==> config.mk <==
export PLATFORM = sky130hd
export DESIGN_NAME = alias_multinomial_sampler_unit
export DESIGN_NICKNAME = d
export VERILOG_FILES = /design/src/hw/rtl/ams_pkg.sv /design/src/hw/rtl/alias_multinomial_sampler_unit.sv /design/src/hw/rtl/ams_mul.sv
export VERILOG_INCLUDE_DIRS = /design/src /design/src/hw/rtl
export SDC_FILE = /design/constraint.sdc
export NUM_CORES = 2
export LEC_CHECK = 0
export ABC_AREA = 0
export BUFFER_PORTS_ARGS = -buffer_cell sky130_fd_sc_hd__buf_2
export CAP_MARGIN = 20
export CORE_ASPECT_RATIO = 1.5
export CORE_MARGIN = 2
export CORE_UTILIZATION = 40
export CTS_CLUSTER_SIZE = 28
export DETAILED_ROUTE_END_ITERATION = 10
export PLACE_DENSITY = 0.65
export REMOVE_ABC_BUFFERS = 1
export SETUP_SLACK_MARGIN = 0.1
export SLEW_MARGIN = 25
export SYNTH_ARGS = -nofsm -noshare
export SYNTH_HDL_FRONTEND = slang
export SYNTH_SLANG_ARGS = --single-unit
==> constraint.sdc <==
create_clock -name clk -period 9.4 [get_ports clk]
set_clock_uncertainty 0.05 [all_clocks]
set_input_delay 1.88 -clock clk [delete_from_list [all_inputs] [get_ports clk]]
set_output_delay 1.88 -clock clk [all_outputs]
set_load 0.02 [all_outputs]
==> src/hw/rtl/alias_multinomial_sampler_unit_macros.svh <==
// ----------------------------------------------------------------------------
// Alias sampler assertion macros
// Concurrent assertion shorthands; empty when SYNTHESIS is defined.
// ----------------------------------------------------------------------------
`ifndef ALIAS_MULTINOMIAL_SAMPLER_UNIT_MACROS_SVH
`define ALIAS_MULTINOMIAL_SAMPLER_UNIT_MACROS_SVH

`ifndef SYNTHESIS
// Same-cycle implication, disabled while reset is low
`define AMS_ASSERT_IMP(name, clk, rst_n, pre, post, msg) \
  name: assert property (@(posedge clk) disable iff (!rst_n) (pre) |-> (post)) \
    else $error(msg);
// Next-cycle implication, disabled while reset is low
`define AMS_ASSERT_NXT(name, clk, rst_n, pre, post, msg) \
  name: assert property (@(posedge clk) disable iff (!rst_n) (pre) |=> (post)) \
    else $error(msg);
`else
`define AMS_ASSERT_IMP(name, clk, rst_n, pre, post, msg)
`define AMS_ASSERT_NXT(name, clk, rst_n, pre, post, msg)
`endif

`endif

==> src/hw/rtl/ams_pkg.sv <==
// ----------------------------------------------------------------------------
// Alias sampler package
// Shared types, codes and constants of the alias multinomial sampler.
// ----------------------------------------------------------------------------
package ams_pkg;

  // Default sizes
  localparam int STREAMS_DEF = 8;
  localparam int MAX_CAT_DEF = 64;

  // Field widths
  localparam int KIND_W   = 2;
  localparam int STREAM_W = 3;
  localparam int ENTRY_W  = 6;
  localparam int CUT_W    = 33;
  localparam int ALIAS_W  = 6;
  localparam int SEED_W   = 32;
  localparam int DRAW_W   = 16;
  localparam int CAT_OUT_W = 6;
  localparam int NCAT_W   = 7;
  localparam int MUL_B_W  = 17;
  localparam int PROD_W   = SEED_W + MUL_B_W;

  // Generator constants
  localparam logic [MUL_B_W-1:0] LCG_MUL  = 17'd69069;
  localparam logic [SEED_W-1:0]  LCG_ZERO_FIX = 32'd12345671;
  localparam logic [CUT_W-1:0]   ONE_Q32  = 33'h1_0000_0000;

  // Request kinds
  localparam logic [KIND_W-1:0] KIND_ENTRY = 2'd0;
  localparam logic [KIND_W-1:0] KIND_SEED  = 2'd1;
  localparam logic [KIND_W-1:0] KIND_DRAW  = 2'd2;

  // Register index (from paddr[2])
  localparam logic REG_CAT_CNT = 1'b0;

  typedef enum logic [2:0] {
    ST_IDLE,
    ST_LOAD,
    ST_STEP,
    ST_SCALE,
    ST_LOOK,
    ST_CNT_UPD,
    ST_EMIT_RD,
    ST_EMIT
  } state_t;

  typedef enum logic {
    MUL_LCG,
    MUL_SCALE
  } mul_op_t;

  typedef struct packed {
    logic [SEED_W-1:0] lcg_next;
    logic [NCAT_W-1:0] k;
    logic [SEED_W-1:0] frac;
  } mul_res_t;

endpackage

==> src/hw/rtl/alias_multinomial_sampler_unit.sv <==
// ----------------------------------------------------------------------------
// Alias multinomial sampler
// Walker alias-method sampler over per-stream 32-bit congruential generators.
// ----------------------------------------------------------------------------
// A request is taken when start is high and busy is low. Kind 0 (table entry)
// and kind 1 (seed) requests finish in the cycle they are taken and never
// raise busy. A draw request holds busy until its last count is output: the
// load state copies the generator state, read when the request is taken, into
// the working register; each sample uses the one shared multiplier twice
// (generator step, then category scaling), waits for the registered table
// read and, if counted, does a read-modify-write of the count memory; each
// count result then takes a read state and an output state. Results appear on
// out_* for one cycle, flagged by out_strobe, and must be taken in that cycle
// since the receiver cannot stall the block.
// Count memory clearing is done at once through per-entry valid bits.
module alias_multinomial_sampler_unit #(
  parameter int STREAMS        = ams_pkg::STREAMS_DEF,
  parameter int MAX_CATEGORIES = ams_pkg::MAX_CAT_DEF
) (
  input  logic                           clk,
  input  logic                           rst_n,
  // Request channel
  input  logic                           start,
  output logic                           busy,
  input  logic [ams_pkg::KIND_W-1:0]     in_kind,
  input  logic [ams_pkg::STREAM_W-1:0]   in_stream,
  input  logic [ams_pkg::ENTRY_W-1:0]    in_entry,
  input  logic [ams_pkg::CUT_W-1:0]      in_cutoff,
  input  logic [ams_pkg::ALIAS_W-1:0]    in_alias_target,
  input  logic [ams_pkg::SEED_W-1:0]     in_seed_value,
  input  logic [ams_pkg::DRAW_W-1:0]     in_draw_count,
  // Result channel
  output logic                           out_strobe,
  output logic [ams_pkg::CAT_OUT_W-1:0]  out_category,
  output logic [ams_pkg::DRAW_W-1:0]     out_count,
  output logic                           out_last,
  // Register port
  input  logic                           psel,
  input  logic                           penable,
  input  logic                           pwrite,
  input  logic [2:0]                     paddr,
  input  logic [31:0]                    pwdata,
  output logic [31:0]                    prdata,
  output logic                           pready
);

`include "alias_multinomial_sampler_unit_macros.svh"

  localparam int SIDX_W = (STREAMS > 1) ? $clog2(STREAMS) : 1;
  localparam int CAT_W  = $clog2(MAX_CATEGORIES);
  localparam int NW     = ams_pkg::NCAT_W;
  localparam int DW     = ams_pkg::DRAW_W;

  // Control and working registers
  ams_pkg::state_t                state_r, state_nxt;
  logic [SIDX_W-1:0]              sidx_r, sidx_nxt;
  logic [NW-1:0]                  n_r, n_nxt;
  logic [DW-1:0]                  draws_r, draws_nxt;
  logic [ams_pkg::SEED_W-1:0]     s_r, s_nxt;
  logic [CAT_W-1:0]               k_r, k_nxt;
  logic [ams_pkg::SEED_W-1:0]     frac_r, frac_nxt;
  logic [CAT_W-1:0]               tgt_r, tgt_nxt;
  logic [NW-1:0]                  emit_idx_r, emit_idx_nxt;
  logic [NW-1:0]                  cat_cnt_r, cat_cnt_nxt;
  logic [STREAMS-1:0]             gen_vld_r, gen_vld_nxt;
  logic [MAX_CATEGORIES-1:0]      cnt_vld_r, cnt_vld_nxt;

  // Memories and their registered read data
  logic [ams_pkg::SEED_W-1:0]     gen_mem [STREAMS];
  logic [ams_pkg::CUT_W-1:0]      cut_mem [MAX_CATEGORIES];
  logic [ams_pkg::ALIAS_W-1:0]    alias_mem [MAX_CATEGORIES];
  logic [DW-1:0]                  cnt_mem [MAX_CATEGORIES];
  logic [ams_pkg::SEED_W-1:0]     gen_q_r;
  logic                           gen_qv_r;
  logic [ams_pkg::CUT_W-1:0]      cut_q_r;
  logic [ams_pkg::ALIAS_W-1:0]    alias_q_r;
  logic [DW-1:0]                  cnt_q_r;
  logic                           cnt_qv_r;

  // Datapath signals
  logic                           accept;
  logic [ams_pkg::STREAM_W-1:0]   strm_mod;
  logic [SIDX_W-1:0]              sidx_in;
  logic [NW-1:0]                  n_eff;
  logic [ams_pkg::CUT_W-1:0]      cut_sat;
  logic                           entry_ok;
  logic                           cfg_wr;
  ams_pkg::mul_op_t               mul_op;
  ams_pkg::mul_res_t              mul_res;
  logic [ams_pkg::ALIAS_W-1:0]    target;
  logic                           target_ok;
  logic                           emit_last;

  logic                           gen_we;
  logic [SIDX_W-1:0]              gen_waddr;
  logic [ams_pkg::SEED_W-1:0]     gen_wdata;
  logic                           tbl_we;
  logic                           cnt_re;
  logic [CAT_W-1:0]               cnt_raddr;
  logic                           cnt_we;

  assign accept = start && !busy;
  assign busy   = (state_r != ams_pkg::ST_IDLE);

  // Fold the stream index into the stream range
  always_comb begin
    strm_mod = in_stream;
    for (int i = 0; i < 8; i++) begin
      if (int'(strm_mod) >= STREAMS) begin
        strm_mod = strm_mod - ams_pkg::STREAM_W'(STREAMS);
      end
    end
  end
  assign sidx_in = SIDX_W'(strm_mod);

  // Clamp the category count into 1..MAX_CATEGORIES
  always_comb begin
    if (cat_cnt_r == '0) begin
      n_eff = NW'(1);
    end else if (cat_cnt_r > NW'(MAX_CATEGORIES)) begin
      n_eff = NW'(MAX_CATEGORIES);
    end else begin
      n_eff = cat_cnt_r;
    end
  end

  // Saturate the cutoff at one
  assign cut_sat  = (in_cutoff > ams_pkg::ONE_Q32) ? ams_pkg::ONE_Q32 : in_cutoff;
  assign entry_ok = ({1'b0, in_entry} < NW'(MAX_CATEGORIES));

  // Register port
  assign pready = 1'b1;
  assign cfg_wr = psel && penable && pwrite && pready && (paddr[2] == ams_pkg::REG_CAT_CNT);
  assign prdata = (paddr[2] == ams_pkg::REG_CAT_CNT) ? {25'd0, cat_cnt_r} : 32'd0;
  assign cat_cnt_nxt = cfg_wr ? pwdata[NW-1:0] : cat_cnt_r;

  // Shared multiplier
  assign mul_op = (state_r == ams_pkg::ST_SCALE) ? ams_pkg::MUL_SCALE : ams_pkg::MUL_LCG;

  ams_mul u_mul (
    .op   (mul_op),
    .opa  (s_r),
    .ncat (n_r),
    .res  (mul_res)
  );

  // Alias decision
  assign target    = ({1'b0, frac_r} <= cut_q_r) ? ams_pkg::ALIAS_W'(k_r) : alias_q_r;
  assign target_ok = ({1'b0, target} < n_r);
  assign emit_last = (emit_idx_r == n_r - NW'(1));

  // Next state
  always_comb begin
    state_nxt = state_r;
    unique case (state_r)
      ams_pkg::ST_IDLE: begin
        if (accept && in_kind == ams_pkg::KIND_DRAW) begin
          state_nxt = ams_pkg::ST_LOAD;
        end
      end
      ams_pkg::ST_LOAD: begin
        state_nxt = (draws_r == '0) ? ams_pkg::ST_EMIT_RD : ams_pkg::ST_STEP;
      end
      ams_pkg::ST_STEP:  state_nxt = ams_pkg::ST_SCALE;
      ams_pkg::ST_SCALE: state_nxt = ams_pkg::ST_LOOK;
      ams_pkg::ST_LOOK: begin
        if (target_ok) begin
          state_nxt = ams_pkg::ST_CNT_UPD;
        end else begin
          state_nxt = (draws_r == '0) ? ams_pkg::ST_EMIT_RD : ams_pkg::ST_STEP;
        end
      end
      ams_pkg::ST_CNT_UPD: begin
        state_nxt = (draws_r == '0) ? ams_pkg::ST_EMIT_RD : ams_pkg::ST_STEP;
      end
      ams_pkg::ST_EMIT_RD: state_nxt = ams_pkg::ST_EMIT;
      ams_pkg::ST_EMIT: begin
        state_nxt = emit_last ? ams_pkg::ST_IDLE : ams_pkg::ST_EMIT_RD;
      end
      default: state_nxt = ams_pkg::ST_IDLE;
    endcase
  end

  // Datapath and memory controls
  always_comb begin
    sidx_nxt     = sidx_r;
    n_nxt        = n_r;
    draws_nxt    = draws_r;
    s_nxt        = s_r;
    k_nxt        = k_r;
    frac_nxt     = frac_r;
    tgt_nxt      = tgt_r;
    emit_idx_nxt = '0;
    gen_vld_nxt  = gen_vld_r;
    cnt_vld_nxt  = cnt_vld_r;
    gen_we       = 1'b0;
    gen_waddr    = sidx_r;
    gen_wdata    = mul_res.lcg_next;
    tbl_we       = 1'b0;
    cnt_re       = 1'b0;
    cnt_raddr    = target[CAT_W-1:0];
    cnt_we       = 1'b0;
    unique case (state_r)
      ams_pkg::ST_IDLE: begin
        if (accept) begin
          unique case (in_kind)
            ams_pkg::KIND_ENTRY: tbl_we = entry_ok;
            ams_pkg::KIND_SEED: begin
              gen_we      = 1'b1;
              gen_waddr   = sidx_in;
              gen_wdata   = in_seed_value;
              gen_vld_nxt[sidx_in] = 1'b1;
            end
            ams_pkg::KIND_DRAW: begin
              sidx_nxt    = sidx_in;
              n_nxt       = n_eff;
              draws_nxt   = in_draw_count;
              cnt_vld_nxt = '0;
            end
            default: ;
          endcase
        end
      end
      ams_pkg::ST_LOAD: s_nxt = gen_qv_r ? gen_q_r : '0;
      ams_pkg::ST_STEP: begin
        // Advance the generator and write it back
        s_nxt     = mul_res.lcg_next;
        gen_we    = 1'b1;
        gen_vld_nxt[sidx_r] = 1'b1;
        draws_nxt = draws_r - DW'(1);
      end
      ams_pkg::ST_SCALE: begin
        k_nxt    = mul_res.k[CAT_W-1:0];
        frac_nxt = mul_res.frac;
      end
      ams_pkg::ST_LOOK: begin
        tgt_nxt = target[CAT_W-1:0];
        cnt_re  = target_ok;
      end
      ams_pkg::ST_CNT_UPD: begin
        cnt_we = 1'b1;
        cnt_vld_nxt[tgt_r] = 1'b1;
      end
      ams_pkg::ST_EMIT_RD: begin
        emit_idx_nxt = emit_idx_r;
        cnt_re       = 1'b1;
        cnt_raddr    = emit_idx_r[CAT_W-1:0];
      end
      ams_pkg::ST_EMIT: emit_idx_nxt = emit_idx_r + NW'(1);
      default: ;
    endcase
  end

  // Control registers
  always_ff @(posedge clk) begin
    if (!rst_n) begin
      state_r   <= ams_pkg::ST_IDLE;
      cat_cnt_r <= NW'(1);
      gen_vld_r <= '0;
      cnt_vld_r <= '0;
    end else begin
      state_r   <= state_nxt;
      cat_cnt_r <= cat_cnt_nxt;
      gen_vld_r <= gen_vld_nxt;
      cnt_vld_r <= cnt_vld_nxt;
    end
  end

  // Working registers
  always_ff @(posedge clk) begin
    sidx_r     <= sidx_nxt;
    n_r        <= n_nxt;
    draws_r    <= draws_nxt;
    s_r        <= s_nxt;
    k_r        <= k_nxt;
    frac_r     <= frac_nxt;
    tgt_r      <= tgt_nxt;
    emit_idx_r <= emit_idx_nxt;
  end

  // Generator state memory
  always_ff @(posedge clk) begin
    if (gen_we) begin
      gen_mem[gen_waddr] <= gen_wdata;
    end
    if (accept) begin
      gen_q_r  <= gen_mem[sidx_in];
      gen_qv_r <= gen_vld_r[sidx_in];
    end
  end

  // Alias table memory
  always_ff @(posedge clk) begin
    if (tbl_we) begin
      cut_mem[in_entry[CAT_W-1:0]]   <= cut_sat;
      alias_mem[in_entry[CAT_W-1:0]] <= in_alias_target;
    end
    if (state_r == ams_pkg::ST_SCALE) begin
      cut_q_r   <= cut_mem[mul_res.k[CAT_W-1:0]];
      alias_q_r <= alias_mem[mul_res.k[CAT_W-1:0]];
    end
  end

  // Count memory: read-modify-write, unwritten entries read as zero
  always_ff @(posedge clk) begin
    if (cnt_we) begin
      cnt_mem[tgt_r] <= (cnt_qv_r ? cnt_q_r : '0) + DW'(1);
    end
    if (cnt_re) begin
      cnt_q_r  <= cnt_mem[cnt_raddr];
      cnt_qv_r <= cnt_vld_r[cnt_raddr];
    end
  end

  // Result outputs
  assign out_strobe   = (state_r == ams_pkg::ST_EMIT);
  assign out_category = ams_pkg::CAT_OUT_W'(emit_idx_r);
  assign out_count    = cnt_qv_r ? cnt_q_r : '0;
  assign out_last     = emit_last;

  // Checks
  `AMS_ASSERT_IMP(a_strobe_in_run, clk, rst_n, out_strobe, busy, "result outside a run")
  `AMS_ASSERT_NXT(a_last_ends_run, clk, rst_n, out_strobe && out_last, !busy, "run did not end")
  `AMS_ASSERT_NXT(a_strobe_gap, clk, rst_n, out_strobe && !out_last, !out_strobe, "results too close")
  `AMS_ASSERT_NXT(a_draw_starts, clk, rst_n, start && !busy && in_kind == ams_pkg::KIND_DRAW, busy, "draw not started")

endmodule

==> src/hw/rtl/ams_mul.sv <==
// ----------------------------------------------------------------------------
// Alias sampler shared multiplier
// One 32x17 multiplier used for the generator step and the category scaling.
// ----------------------------------------------------------------------------
module ams_mul (
  input  ams_pkg::mul_op_t                 op,
  input  logic [ams_pkg::SEED_W-1:0]       opa,
  input  logic [ams_pkg::NCAT_W-1:0]       ncat,
  output ams_pkg::mul_res_t                res
);

  logic [ams_pkg::MUL_B_W-1:0] opb;
  logic [ams_pkg::PROD_W-1:0]  prod;
  logic [ams_pkg::SEED_W-1:0]  lcg_sum;

  // Pick the second operand
  always_comb begin
    unique case (op)
      ams_pkg::MUL_LCG:   opb = ams_pkg::LCG_MUL;
      ams_pkg::MUL_SCALE: opb = ams_pkg::MUL_B_W'(ncat);
      default:            opb = ams_pkg::LCG_MUL;
    endcase
  end

  assign prod    = ams_pkg::PROD_W'(opa) * ams_pkg::PROD_W'(opb);
  assign lcg_sum = prod[ams_pkg::SEED_W-1:0] + 32'd1;

  // Replace a zero state, split the scaled product into index and fraction
  assign res.lcg_next = (lcg_sum == '0) ? ams_pkg::LCG_ZERO_FIX : lcg_sum;
  assign res.k        = prod[ams_pkg::SEED_W +: ams_pkg::NCAT_W];
  assign res.frac     = prod[ams_pkg::SEED_W-1:0];

endmodule
==> results.ini <==
[run_status]
run_status = completed

[detailed_routing]
wl_per_cell_um = 27.3
vias_per_cell = 5.69
dr.pass1.iters = 7
drt_iter0_drc = 8635
drtAntennaViolNets = 0
drt-total-wl_mm = 440
drc = 0
vias = 91800

[floorplanning]
die_w_um = 535
io_pins = 197
die_h_um = 801
initial_core_util = 0.402
rows = 292
core_area_um2 = 422000
die_area_um2 = 429000

[clocking]
insertion_delay_ns = 1.00
htree_levels = 5
numCtsBuffers = 381
cts_tree = done
root_buffer = clkbuf_16
cts_sinks = 4056
ctsHoldBuffers = 0
clk_pin_slew_ns = 0.07
clk_path_buf_depth = 4

[timing]
timing.final.ws_setup_ns = 0.309
finalCritPeriodShare = 0.967
slew_headroom = 0.295
whs_ns = 0.420
rsz0062_at_grt = yes
tightest_slew_ns = 1.06
finalCriticalPeriod_ns = 9.09
finalHoldViolations = 0
max_freq_mhz = 110
finalSetupViolations = 0
slew_viol_final = 0

[global_routing]
grt_pass1_vias = 95100
gr-total-overflow = 0
grt_pass1_wl_mm = 639
grt_use_total = 0.201
grt_max_degree = 127
antenna_found_initial = 14

[worst_setup_path]
crit_arrival_ns = 9.76
end_kind = flop
critPathSlowestCell = fa_1
path_class = reg2reg
crit_required_ns = 10.07
path_max_fanout = 32
max_stage_delay_ns = 0.55
critPathLaunchType = flop

[min_path]
hp-class = reg2reg

[logic_synthesis]
yosysWarnings = 0
synthCells = 9781
syn_area_um2 = 169000
synth_flop_cell = edfxtp_1
synthTopCellsByArea = edfxtp_1 70%, mux4_2 6.3%, mux2i_1 4.8%
synth_cell_types = 103
yosysSeqAreaShare = 0.715
synth_top_area_cell = edfxtp_1
ys_seq_elements = 4056
yosysMostFrequentCell = edfxtp_1
synth_common_cells = 3974 x edfxtp_1, 807 x mux2i_1, 569 x nand2_1, 478 x inv_1, 470 x mux4_2
synth_edf_count = 3974
synth_top_area_frac = 0.705
avgSynthCellArea_um2 = 17.3
synth-async-reset-ratio = 0

[placement]
place_inst = 15400
dp_hpwl_mm = 275
gp_congestion = 0.864
preCtsSetupSlack_ns = -0.0844
post_dp_cell_area_um2 = 180000
io_buffers = 143

[final_layout]
final_area_um2 = 193000
area_growth_pct = 13.9
fin_cells = 16100
fin_nets = 10800
drive_gt1_frac = 0.178

[flow_run]
cap_violations = 0

==> layer usage <==
layer,vias up,share of wire,GRT usage
li1,39300,-,-
met1,48100,0.36,0.230
met2,3558,0.53,0.370
met3,873,0.064,0.0291
met4,10,0.049,0.0905
met5,-,0.00014,0
==> sequential cells by signal, indices dropped and copies added (netlist names), 3 cells and up <==
register,count
cut_mem,2112
cnt_mem,1024
alias_mem,384
gen_mem,256
cnt_vld_r,64
cut_q_r,33
frac_r,32
gen_q_r,32
s_r,32
cnt_q_r,16
draws_r,16
gen_vld_r,8
cat_cnt_r,7
emit_idx_r,7
n_r,7
alias_q_r,6
k_r,6
tgt_r,6
sidx_r,3
state_r,3
==> worst max-delay path, delay by kind of cell, from the launching register on <==
kind	cells	cell delay [ns]
buf+inv	15	1.92
mux	1	0.32
flops	1	0.31
fa+ha+maj	7	3.27
compound gates	7	1.76
xor+xnor	1	0.14
simple gates	6	1.03
==> path summary, 6_finish.rpt <==
check / from / endpoint / slack, ns / depth (start not counted)
max: state_r[2] / alias_q_r[3] / 0.31 / 37
min: cnt_vld_r[8] / cnt_vld_r[8] / 0.42 / 2
min reg2reg: cnt_vld_r[8] / cnt_vld_r[8] / 0.42 / 2
max reg2reg: state_r[2] / alias_q_r[3] / 0.31 / 37
==> metrics by stage <==
step | util | TNS, ns
6_report | 0.457 | 0
4_1_cts | 0.456 | 0
2_1_floorplan | - | -2111.24
5_1_grt | 0.457 | 0
3_3_place_gp | 0.426 | -0.790
3_5_place_dp | 0.426 | -0.239
==> cell usage in the layout (no fill, tap or decap), types with 31 or more instances in the layout <==
| cell | n |
|---|---|
| buf_12 | 55 |
| a22oi_1 | 362 |
| nand4_1 | 53 |
| inv_1 | 477 |
| clkinv_1 | 88 |
| a221oi_1 | 81 |
| and3_1 | 31 |
| clkbuf_1 | 77 |
| edfxtp_1 | 3974 |
| ha_1 | 187 |
| and2_1 | 103 |
| nor2_1 | 217 |
| xnor2_1 | 61 |
| nand3_1 | 163 |
| dfxtp_1 | 82 |
| o211ai_1 | 98 |
| nor2_4 | 94 |
| nand2_1 | 561 |
| buf_2 | 137 |
| clkinv_2 | 61 |
| or4_1 | 51 |
| nor2b_1 | 31 |
| o21ai_0 | 150 |
| o221ai_1 | 39 |
| fa_1 | 277 |
| o22ai_1 | 283 |
| bufinv_16 | 35 |
| buf_4 | 380 |
| mux4_2 | 470 |
| mux2i_1 | 805 |
| a21oi_1 | 131 |
| clkbuf_16 | 387 |
==> kinds of logic after synthesis <==
kind of cell / Yosys count / share of synthesized area
AND/OR/NAND/NOR: 1505 / 0.0425
other: 2 / 0.0000444
AO/OA/AOI/OAI: 1349 / 0.0554
XOR/XNOR: 95 / 0.00509
flip-flops: 4056 / 0.715
buffers and inverters: 1026 / 0.0251
multiplexers: 1282 / 0.111
adder cells (fa/ha/maj): 466 / 0.0467
==> cell type report <==
type                       count  area [um^2]
tap                         5586         6990
clock inverter               239         2450
antenna                        9         22.5
inverter                     479         1830
timing repair buffer         589         5000
sequential                  4056       121000
clock buffer                 462         9900
multi-input combinational   4723        45700
fill                       35500       229000
==> what timing repair did <==
action / 4_1_cts / 5_1_grt
gates resized for setup: 6 / 42
gates cloned: 0 / 3
pin swaps: 0 / 13
setup buffers: 2 / 25
endpoints found under the setup margin: 18 / 98
Power is left out: the tool's default activity adds up to more than one toggle a clock period on the data nets, which glitch-free logic cannot reach.
